==> src/rtl/core/gelu_grad_pkg.sv <==
// Package for the GELU gradient unit: coefficient table and fixed widths.
// No dependencies.
package gelu_grad_pkg;

    // Coefficient g(t) in unsigned Q1.16 at t = 0, 0.25, ... 5.0
    localparam int unsigned G_ENTRIES = 21;
    localparam int unsigned G_LAST    = G_ENTRIES - 1;
    localparam int unsigned G_W       = 17;
    localparam logic [G_W-1:0] G_ONE  = 17'd65536;

    typedef logic [G_W-1:0] t_coef;

    function automatic t_coef g_lookup(input logic [4:0] idx);
        t_coef v;
        case (idx)
            5'd0:  v = 17'd32768;
            5'd1:  v = 17'd45572;
            5'd2:  v = 17'd56852;
            5'd3:  v = 17'd65485;
            5'd4:  v = 17'd70996;
            5'd5:  v = 17'd73575;
            5'd6:  v = 17'd73890;
            5'd7:  v = 17'd72806;
            5'd8:  v = 17'd71122;
            5'd9:  v = 17'd69415;
            5'd10: v = 17'd68001;
            5'd11: v = 17'd66980;
            5'd12: v = 17'd66319;
            5'd13: v = 17'd65930;
            5'd14: v = 17'd65721;
            5'd15: v = 17'd65617;
            5'd16: v = 17'd65569;
            5'd17: v = 17'd65549;
            5'd18: v = 17'd65540;
            5'd19: v = 17'd65538;
            default: v = G_ONE;
        endcase
        return v;
    endfunction

endpackage

==> src/rtl/core/gelu_gradient_unit.sv <==
// GELU gradient unit top level: six-stage pipeline computing dx = dy * g(x).
// Depends on gelu_grad_pkg.
//
// Exact-erf GELU backward pass, one word per cycle while not stalled.
// g(x) = Phi(x) + x*phi(x) is linearly interpolated from a 21-entry table
// (step 0.25, up to 5.0), with g(-a) = 1 - g(a) for negative x. dx = dy*g
// rounded to nearest (ties up), then saturated; o_saturated flags a clip.
// The pipeline takes a word every cycle, and the stages advance together,
// whenever the output register is free or taken.
module gelu_gradient_unit #(
    parameter int FRAC_BITS  = 12,
    parameter int DATA_WIDTH = 16
) (
    input  logic                         i_clk,
    input  logic                         i_rst_n,
    input  logic                         i_valid,
    output logic                         o_ready,
    input  logic signed [DATA_WIDTH-1:0] i_x_value,
    input  logic signed [DATA_WIDTH-1:0] i_upstream_grad,
    output logic                         o_valid,
    input  logic                         i_ready,
    output logic signed [DATA_WIDTH-1:0] o_input_grad,
    output logic                         o_saturated
);
    import gelu_grad_pkg::*;

    localparam int SEG_SHIFT = FRAC_BITS - 2;
    localparam int AW        = DATA_WIDTH;          // |x| fits in DATA_WIDTH bits unsigned
    localparam int SEG_W     = AW - SEG_SHIFT;
    localparam int IW        = G_W + SEG_SHIFT + 1; // interpolation sum width
    localparam int CW        = G_W + 1;             // signed coefficient
    localparam int PW        = DATA_WIDTH + CW;     // product width
    localparam int RW        = PW - 16;             // after shift

    logic adv;
    assign adv     = !o_valid || i_ready;
    assign o_ready = adv;

    // Stage 1: magnitude, segment, fraction
    logic                    r1_neg;
    logic [AW-1:0]           r1_a;
    logic signed [DATA_WIDTH-1:0] r1_dy;
    logic [AW-1:0]           n1_a;
    assign n1_a = i_x_value[DATA_WIDTH-1] ? AW'(-i_x_value) : AW'(i_x_value);

    // Stage 2: table reads
    logic                    r2_neg, r2_big;
    logic [SEG_SHIFT-1:0]    r2_frac;
    t_coef                   r2_g0, r2_g1;
    logic signed [DATA_WIDTH-1:0] r2_dy;
    logic [SEG_W-1:0]        s1_seg;
    logic [4:0]              s1_idx;
    assign s1_seg = r1_a[AW-1:SEG_SHIFT];
    assign s1_idx = 5'(s1_seg);

    // Stage 3: interpolation products
    logic                    r3_neg, r3_big;
    logic [IW-1:0]           r3_m0, r3_m1;
    logic signed [DATA_WIDTH-1:0] r3_dy;
    logic [SEG_SHIFT:0]      span;
    assign span = (SEG_SHIFT+1)'(1) << SEG_SHIFT;

    // Stage 4: signed coefficient
    logic signed [CW-1:0]    r4_g;
    logic signed [DATA_WIDTH-1:0] r4_dy;
    logic [IW-1:0]           s3_sum;
    t_coef                   s3_g;
    assign s3_sum = r3_m0 + r3_m1;
    assign s3_g   = r3_big ? G_ONE : G_W'(s3_sum >> SEG_SHIFT);

    // Stage 5: product
    logic signed [PW-1:0]    r5_p;
    logic signed [PW-1:0]    s5_r;
    logic signed [RW-1:0]    s5_dx;
    logic signed [RW-1:0]    hi, lo;
    assign s5_r  = r5_p + PW'(32768);
    assign s5_dx = RW'(s5_r >>> 16);
    assign hi    = RW'({1'b0, {(DATA_WIDTH-1){1'b1}}});
    assign lo    = -hi - RW'(1);

    logic [4:0] r_v;

    always_ff @(posedge i_clk) begin
        if (!i_rst_n) begin
            r_v     <= '0;
            o_valid <= 1'b0;
        end else if (adv) begin
            r_v     <= {r_v[3:0], i_valid};
            o_valid <= r_v[4];
        end
    end

    // Datapath registers
    always_ff @(posedge i_clk) begin
        if (adv) begin
            r1_neg  <= i_x_value[DATA_WIDTH-1];
            r1_a    <= n1_a;
            r1_dy   <= i_upstream_grad;

            r2_neg  <= r1_neg;
            r2_big  <= 32'(s1_seg) >= G_LAST;
            r2_frac <= r1_a[SEG_SHIFT-1:0];
            r2_g0   <= g_lookup(s1_idx);
            r2_g1   <= g_lookup(s1_idx + 5'd1);
            r2_dy   <= r1_dy;

            r3_neg  <= r2_neg;
            r3_big  <= r2_big;
            r3_m0   <= IW'(r2_g0) * IW'(span - (SEG_SHIFT+1)'(r2_frac));
            r3_m1   <= IW'(r2_g1) * IW'(r2_frac);
            r3_dy   <= r2_dy;

            r4_g    <= r3_neg ? CW'({1'b0, G_ONE}) - CW'({1'b0, s3_g})
                              : CW'({1'b0, s3_g});
            r4_dy   <= r3_dy;

            r5_p    <= PW'(r4_dy) * PW'(r4_g);

            if (s5_dx > hi) begin
                o_input_grad <= hi[DATA_WIDTH-1:0];
                o_saturated  <= 1'b1;
            end else if (s5_dx < lo) begin
                o_input_grad <= lo[DATA_WIDTH-1:0];
                o_saturated  <= 1'b1;
            end else begin
                o_input_grad <= s5_dx[DATA_WIDTH-1:0];
                o_saturated  <= 1'b0;
            end
        end
    end

`ifndef SYNTHESIS
    // Output word holds while stalled
    a_hold: assert property (@(posedge i_clk) disable iff (!i_rst_n)
        o_valid && !i_ready |=> o_valid && $stable(o_input_grad))
        else $error("output word changed under stall");
    // Word in the last stage moves to the output on an advancing cycle
    a_flow: assert property (@(posedge i_clk) disable iff (!i_rst_n)
        adv && r_v[4] |=> o_valid)
        else $error("word lost at last stage");
    // Saturated output is at a bound
    a_sat: assert property (@(posedge i_clk) disable iff (!i_rst_n)
        o_valid && o_saturated |-> o_input_grad == hi[DATA_WIDTH-1:0]
                                 || o_input_grad == lo[DATA_WIDTH-1:0])
        else $error("saturation flag without bound value");
`endif

endmodule

==> config.mk <==
export PLATFORM = sky130hd
export DESIGN_NAME = gelu_gradient_unit
export DESIGN_NICKNAME = d
export VERILOG_FILES = /design/src/rtl/core/gelu_grad_pkg.sv /design/src/rtl/core/gelu_gradient_unit.sv
export SDC_FILE = /design/constraint.sdc
export NUM_CORES = 2
export LEC_CHECK = 0
export ABC_AREA = 1
export BUFFER_PORTS_ARGS = -buffer_cell sky130_fd_sc_hd__buf_2
export CORE_UTILIZATION = 51
export DETAILED_ROUTE_END_ITERATION = 16
export PLACE_DENSITY = 0.67
export REMOVE_ABC_BUFFERS = 1
export SKIP_CTS_REPAIR_TIMING = 1
export SYNTH_ARGS = -nofsm -noshare
export SYNTH_HDL_FRONTEND = slang
export SYNTH_SLANG_ARGS = --single-unit
==> constraint.sdc <==
create_clock -name i_clk -period 8.4 [get_ports i_clk]
set_input_delay 1.26 -clock i_clk [delete_from_list [all_inputs] [get_ports i_clk]]
set_output_delay 1.26 -clock i_clk [all_outputs]
set_load 0.01 [all_outputs]
# Yosys cells after proc, flatten, opt, wreduce, memory -nomap -nowiden
# Memory sizes are Yosys's and may differ from the RTL's. A register that Yosys moved wholly into a read port is not among the register bits.
# Index checks and enable logic that the tools add are counted.
[word_totals] regBits=224 latch_bits=0 ramBits=0 romBits=1088 in_bits=36 output_inout_bits=19 word_cells=42 mem_count=2
[classes] n_addsub=6 mul=3 div=0 order_cmp=3 eq_ne=0 n_shift=0 n_mux=5 bitwise=0 reduce_logical=2
[mem_list] memory="(name not given)" depth=32 width=17 read_ports=1 rd_clocked_by_memory_dff=1 write_ports=0 line="gelu_grad_pkg.sv:15" rtl="case (idx)"
[mem_list] memory="(name not given)" depth=32 width=17 read_ports=1 rd_clocked_by_memory_dff=1 write_ports=0 line="gelu_grad_pkg.sv:15"
[op_table] operator="adder 34 x 17 -> 34 bit (second input constant)" count=1
[op_table] operator="multiplier 16 x 18 -> 34 bit" count=1
[op_table] operator="two-way mux 17 bit" count=2
[op_table] operator="adder 27 bit" count=1
[op_table] operator="multiplier 17 x 10 -> 27 bit" count=1
[op_table] operator="multiplier 18 x 12 -> 27 bit" count=1
[op_table] operator="> comparator 18 x 16 -> 1 bit (second input constant)" count=1
[op_table] operator="< comparator 18 x 16 -> 1 bit (second input constant)" count=1
[op_table] operator="subtractor 17 x 17 -> 18 bit (first input constant)" count=1
[op_table] operator="two-way mux 16 bit" count=1
[op_table] operator="negator 16 bit" count=1
[op_table] operator="two-way mux 15 bit" count=1
[op_table] operator="subtractor 11 x 10 -> 12 bit (first input constant)" count=1
[op_table] operator="greater-or-equal comparator 6 x 5 -> 1 bit (second input constant)" count=1
[op_table] operator="adder 5 x 1 -> 5 bit (second input constant)" count=1
[op_table] operator="logical NOT 1 bit" count=1
[op_table] operator="logical OR 1 bit" count=1
[op_table] operator="two-way mux 1 bit" count=1

# Logic depth before layout (Yosys ltp)
[logic_depth] word_depth=4 ltp_mapped=35 depth_no_buf=32

# Worst setup path after synthesis
# Ideal clock, no wire load.
[synth_timing] path_kind="input port to output port" from="in i_ready" to="out o_ready" arrival_ps=6052 t_required_ps=7140 path_slack_ps=1088 path_stages=2 path_buffers=0 cell_sequence="nor2_1 -> inv_1"
[synth_between] elab_chain_len=1
[synth_rtl] element="start, declared" line="gelu_gradient_unit.sv:21" rtl="input logic i_ready,"
[synth_rtl] element="logical OR 1 bit" line="gelu_gradient_unit.sv:36" rtl="assign adv = !o_valid || i_ready;"
[synth_rtl] element="end, declared" line="gelu_gradient_unit.sv:17" rtl="output logic o_ready,"
# No other way between the ends.

# Final worst setup path
[layout_timing] from="reg r2_frac[1]" to="reg r3_m0[26], data pin"
[layout_between] elab_chain_len=2
[layout_rtl] element="start, declared" line="gelu_gradient_unit.sv:48" rtl="logic [SEG_SHIFT-1:0] r2_frac;"
[layout_rtl] element="start signal, assigned" line="gelu_gradient_unit.sv:102" rtl="r2_frac <= r1_a[SEG_SHIFT-1:0];"
[layout_rtl] element="subtractor 11 x 10 -> 12 bit" line="gelu_gradient_unit.sv:109" rtl="r3_m0 <= IW'(r2_g0) * IW'(span - (SEG_SHIFT+1)'(r2_frac));"
[layout_rtl] element="multiplier 18 x 12 -> 27 bit" line="gelu_gradient_unit.sv:109"
[layout_rtl] element="end signal, assigned" line="gelu_gradient_unit.sv:109"
[layout_rtl] element="end, declared" line="gelu_gradient_unit.sv:58" rtl="logic [IW-1:0] r3_m0, r3_m1;"
# No other way between the ends.
# A chain may end at the register's enable or synchronous reset.

==> run metrics <==
count of final hold-check violations 0; Core Area roughly 66000 um2; worst relative slew slack 0.3395; via count of the first global-routing pass between 20000 and 30000; Slew @ Worst Pin around 1 ns; CP max FO 11; Antenna Violating Nets Remaining 0; layout cell share with drive strength beyond 1 0.03457; total count of max-transition violations in the final report 0; run status complete, no violations; dominant register cell in the synthesized netlist sky130_fd_sc_hd__edfxtp_1; CTS tree built; highest clock frequency the design can meet about 150 MHz; GRT Overall Usage 0.2382; warning count from the yosys run 0; HPWL after detailed placement just over 60 mm; most frequent cells after synthesis sky130_fd_sc_hd__inv_1 (1090), sky130_fd_sc_hd__nand2_1 (1010), sky130_fd_sc_hd__fa_1 (541), sky130_fd_sc_hd__ha_1 (257), sky130_fd_sc_hd__edfxtp_1 (237); type of the worst min-delay path reg2reg; number of levels in the clock H-tree 1; data arrival time at the worst-slack endpoint between 6 and 7 ns; synthesized area per cell approximately 8.4 um2; worst-skew pair later-pin latency roughly 0.6 ns; detailed router's first-iteration violation count roughly 1400; max capacitance violation total 0; maximum number of pins on one net before global-route repair 100; fin crit share 0.7841; GRT Residual Overflow 0; Placement Rows between 90 and 100; detailed-route vias per instance ~5.0; Post-synth ARST share 0; number of synthesized register bits 243; worst setup path class reg2reg; synthesized instance count 4030; die height between 200 and 300 um; Yosys top cell area share 0.3190; routed wire length 76.83 mm; Longest Clk Path Bufs 3; weighted congestion at the end of routability-driven global placement roughly 0.95; sequential share of the synthesized area 0.2132; Clock Tree Root sky130_fd_sc_hd__clkbuf_16; wire length per cell after detailed routing ~16 um; Final setup viols 0; Post-layout nets between 4000 and 5000; RSZ-0062 raised after global routing false; TNS Setup 0 ns; via count around 24000; wire length of the first global-routing pass 128.2 mm; DRT Pass-1 Iters 6; count of buffers from port buffering 54; Critical Path RT 8.74 ns; number of buffers created by CTS 29; library cell with the highest instance count after synthesis sky130_fd_sc_hd__inv_1; cell accounting for the most synthesized area sky130_fd_sc_hd__fa_1; Netlist cell types 51; Post-Route Skew ~0.025 ns; largest cells by area after synthesis sky130_fd_sc_hd__fa_1 (32%), sky130_fd_sc_hd__edfxtp_1 (21%), sky130_fd_sc_hd__inv_1 (12%); clock transition at the register clock pins on the worst setup and hold paths after CTS 0.08 ns; area enclosed by the die boundary just under 70000 um2; netlist area before placement 33950 um2; initial antenna violation count 0; Worst Setup End Kind flip-flop; antenna diode count 0; clock sink total approximately 240; type of origin of the critical path flip-flop; die width 260.0 um; DRC violation count after routing 0; initial core utilization 0.5154; num ports 55; signed area change from the synthesized netlist to the final layout 5.647%; count of flip-flops with a built-in enable after synthesis 237; post-route minimum period between 6 and 7 ns
[per-layer routing]
metal	wire [um]	vias up	GRT usage
met3	3969	123	0.02836
met2	38220	620	0.4227
met5	0	-	0
li1	-	11860	-
met4	1980	0	0.06029
met1	32660	11790	0.3078
[path summary, 6_finish.rpt]
path / from / to / slack, ns / cells after the start
max: r2_frac[1] / r3_m0[26] / 1.81 / 27
min: r1_dy[3] / r2_dy[3] / 0.41 / 0
max reg2reg: r2_frac[1] / r3_m0[26] / 1.81 / 27
min reg2reg: r1_dy[3] / r2_dy[3] / 0.41 / 0
[state kept, by name, summed over array words and instances, names as in the netlist, 10 cells and up]
register,count
r2_dy,16
r2_frac,10
r2_g0,17
o_input_grad,16
r4_dy,16
r3_dy,16
r4_g,18
r3_m0,27
r2_g1,17
r5_p,19
r1_dy,16
r1_a,16
r3_m1,27
[through the flow]
| step | setup slack [ns] | hold WS, ns | cell area, um2 | util | instances |
|---|---|---|---|---|---|
| CTS | 1.820 | 0.4097 | 35860 | 0.5445 | 4885 |
| detailed placement | 1.814 | 0.4045 | 34910 | 0.5301 | 4834 |
| floorplan | 1.088 | 0.4003 | 33430 | - | 3899 |
| global placement | 1.968 | 0.4023 | 34910 | 0.5301 | 4834 |
| global route | 1.332 | 0.4163 | 35860 | 0.5445 | 4885 |
| finish | 1.814 | 0.4076 | 35860 | 0.5445 | 4885 |
[cell usage in the layout (no fill, tap or decap), types with 6 or more instances in the layout]
master / count
sky130_fd_sc_hd__a31oi_1: 9
sky130_fd_sc_hd__fa_1: 541
sky130_fd_sc_hd__or2_2: 9
sky130_fd_sc_hd__edfxtp_1: 237
sky130_fd_sc_hd__xor2_1: 79
sky130_fd_sc_hd__buf_2: 54
sky130_fd_sc_hd__o21ai_0: 85
sky130_fd_sc_hd__nor3_1: 18
sky130_fd_sc_hd__o21bai_1: 9
sky130_fd_sc_hd__buf_4: 17
sky130_fd_sc_hd__nand4_1: 23
sky130_fd_sc_hd__nor4_1: 6
sky130_fd_sc_hd__nand3b_1: 8
sky130_fd_sc_hd__o211ai_1: 6
sky130_fd_sc_hd__xnor2_1: 41
sky130_fd_sc_hd__clkbuf_16: 29
sky130_fd_sc_hd__inv_1: 1089
sky130_fd_sc_hd__a211oi_1: 6
sky130_fd_sc_hd__a21oi_1: 117
sky130_fd_sc_hd__clkinv_1: 8
sky130_fd_sc_hd__ha_1: 257
sky130_fd_sc_hd__nor2_1: 221
sky130_fd_sc_hd__a21o_1: 6
sky130_fd_sc_hd__nand2_1: 1010
sky130_fd_sc_hd__dfxtp_1: 6
sky130_fd_sc_hd__nand3_1: 76
[area by class of cell]
class / instances / area, um2
Fill cell: 6128 / 30000
Multi-Input combinational cell: 2561 / 22080
Inverter: 1095 / 4118
Timing Repair Buffer: 71 / 397.9
Clock buffer: 32 / 737.0
Clock inverter: 19 / 214.0
Sequential cell: 243 / 7237
Tap cell: 864 / 1081
[critical path, cell delays in order, from the launching register on]
cell and delay (ns):
sky130_fd_sc_hd__edfxtp_1 0.56, sky130_fd_sc_hd__inv_1 0.11, sky130_fd_sc_hd__ha_1 0.17, sky130_fd_sc_hd__nand2_1 0.07
sky130_fd_sc_hd__or3_1 0.34, sky130_fd_sc_hd__nor2_1 0.10, sky130_fd_sc_hd__nand2_1 0.09, sky130_fd_sc_hd__o21ai_0 0.15
sky130_fd_sc_hd__nand2_1 0.22, sky130_fd_sc_hd__inv_1 0.37, sky130_fd_sc_hd__nand2_1 0.12, sky130_fd_sc_hd__fa_1 0.49
sky130_fd_sc_hd__inv_1 0.05, sky130_fd_sc_hd__fa_1 0.55, sky130_fd_sc_hd__fa_1 0.43, sky130_fd_sc_hd__fa_1 0.49
sky130_fd_sc_hd__inv_1 0.05, sky130_fd_sc_hd__fa_1 0.47, sky130_fd_sc_hd__inv_1 0.04, sky130_fd_sc_hd__ha_1 0.36
sky130_fd_sc_hd__a21oi_1 0.26, sky130_fd_sc_hd__o21ai_0 0.14, sky130_fd_sc_hd__a21oi_1 0.15, sky130_fd_sc_hd__nand3_1 0.15
sky130_fd_sc_hd__nand3_1 0.09, sky130_fd_sc_hd__nand2_1 0.08, sky130_fd_sc_hd__a31oi_1 0.16, sky130_fd_sc_hd__xnor2_1 0.08
[cells by family (layout without fill, tap and decap cells)]
kind of cell             after synthesis  count (layout)  synth area share
XOR/XNOR                             122             122           0.03225
AND/OR/NAND/NOR                     1383            1383            0.1622
adder cells (fa/ha/maj)              798             798            0.4138
buffers and inverters               1226            1217            0.1364
flip-flops                           243             243            0.2132
AO/OA/AOI/OAI                        258             258           0.04217
Power is left out: the tool's default activity adds up to more than one toggle a clock period on the data nets, which glitch-free logic cannot reach.
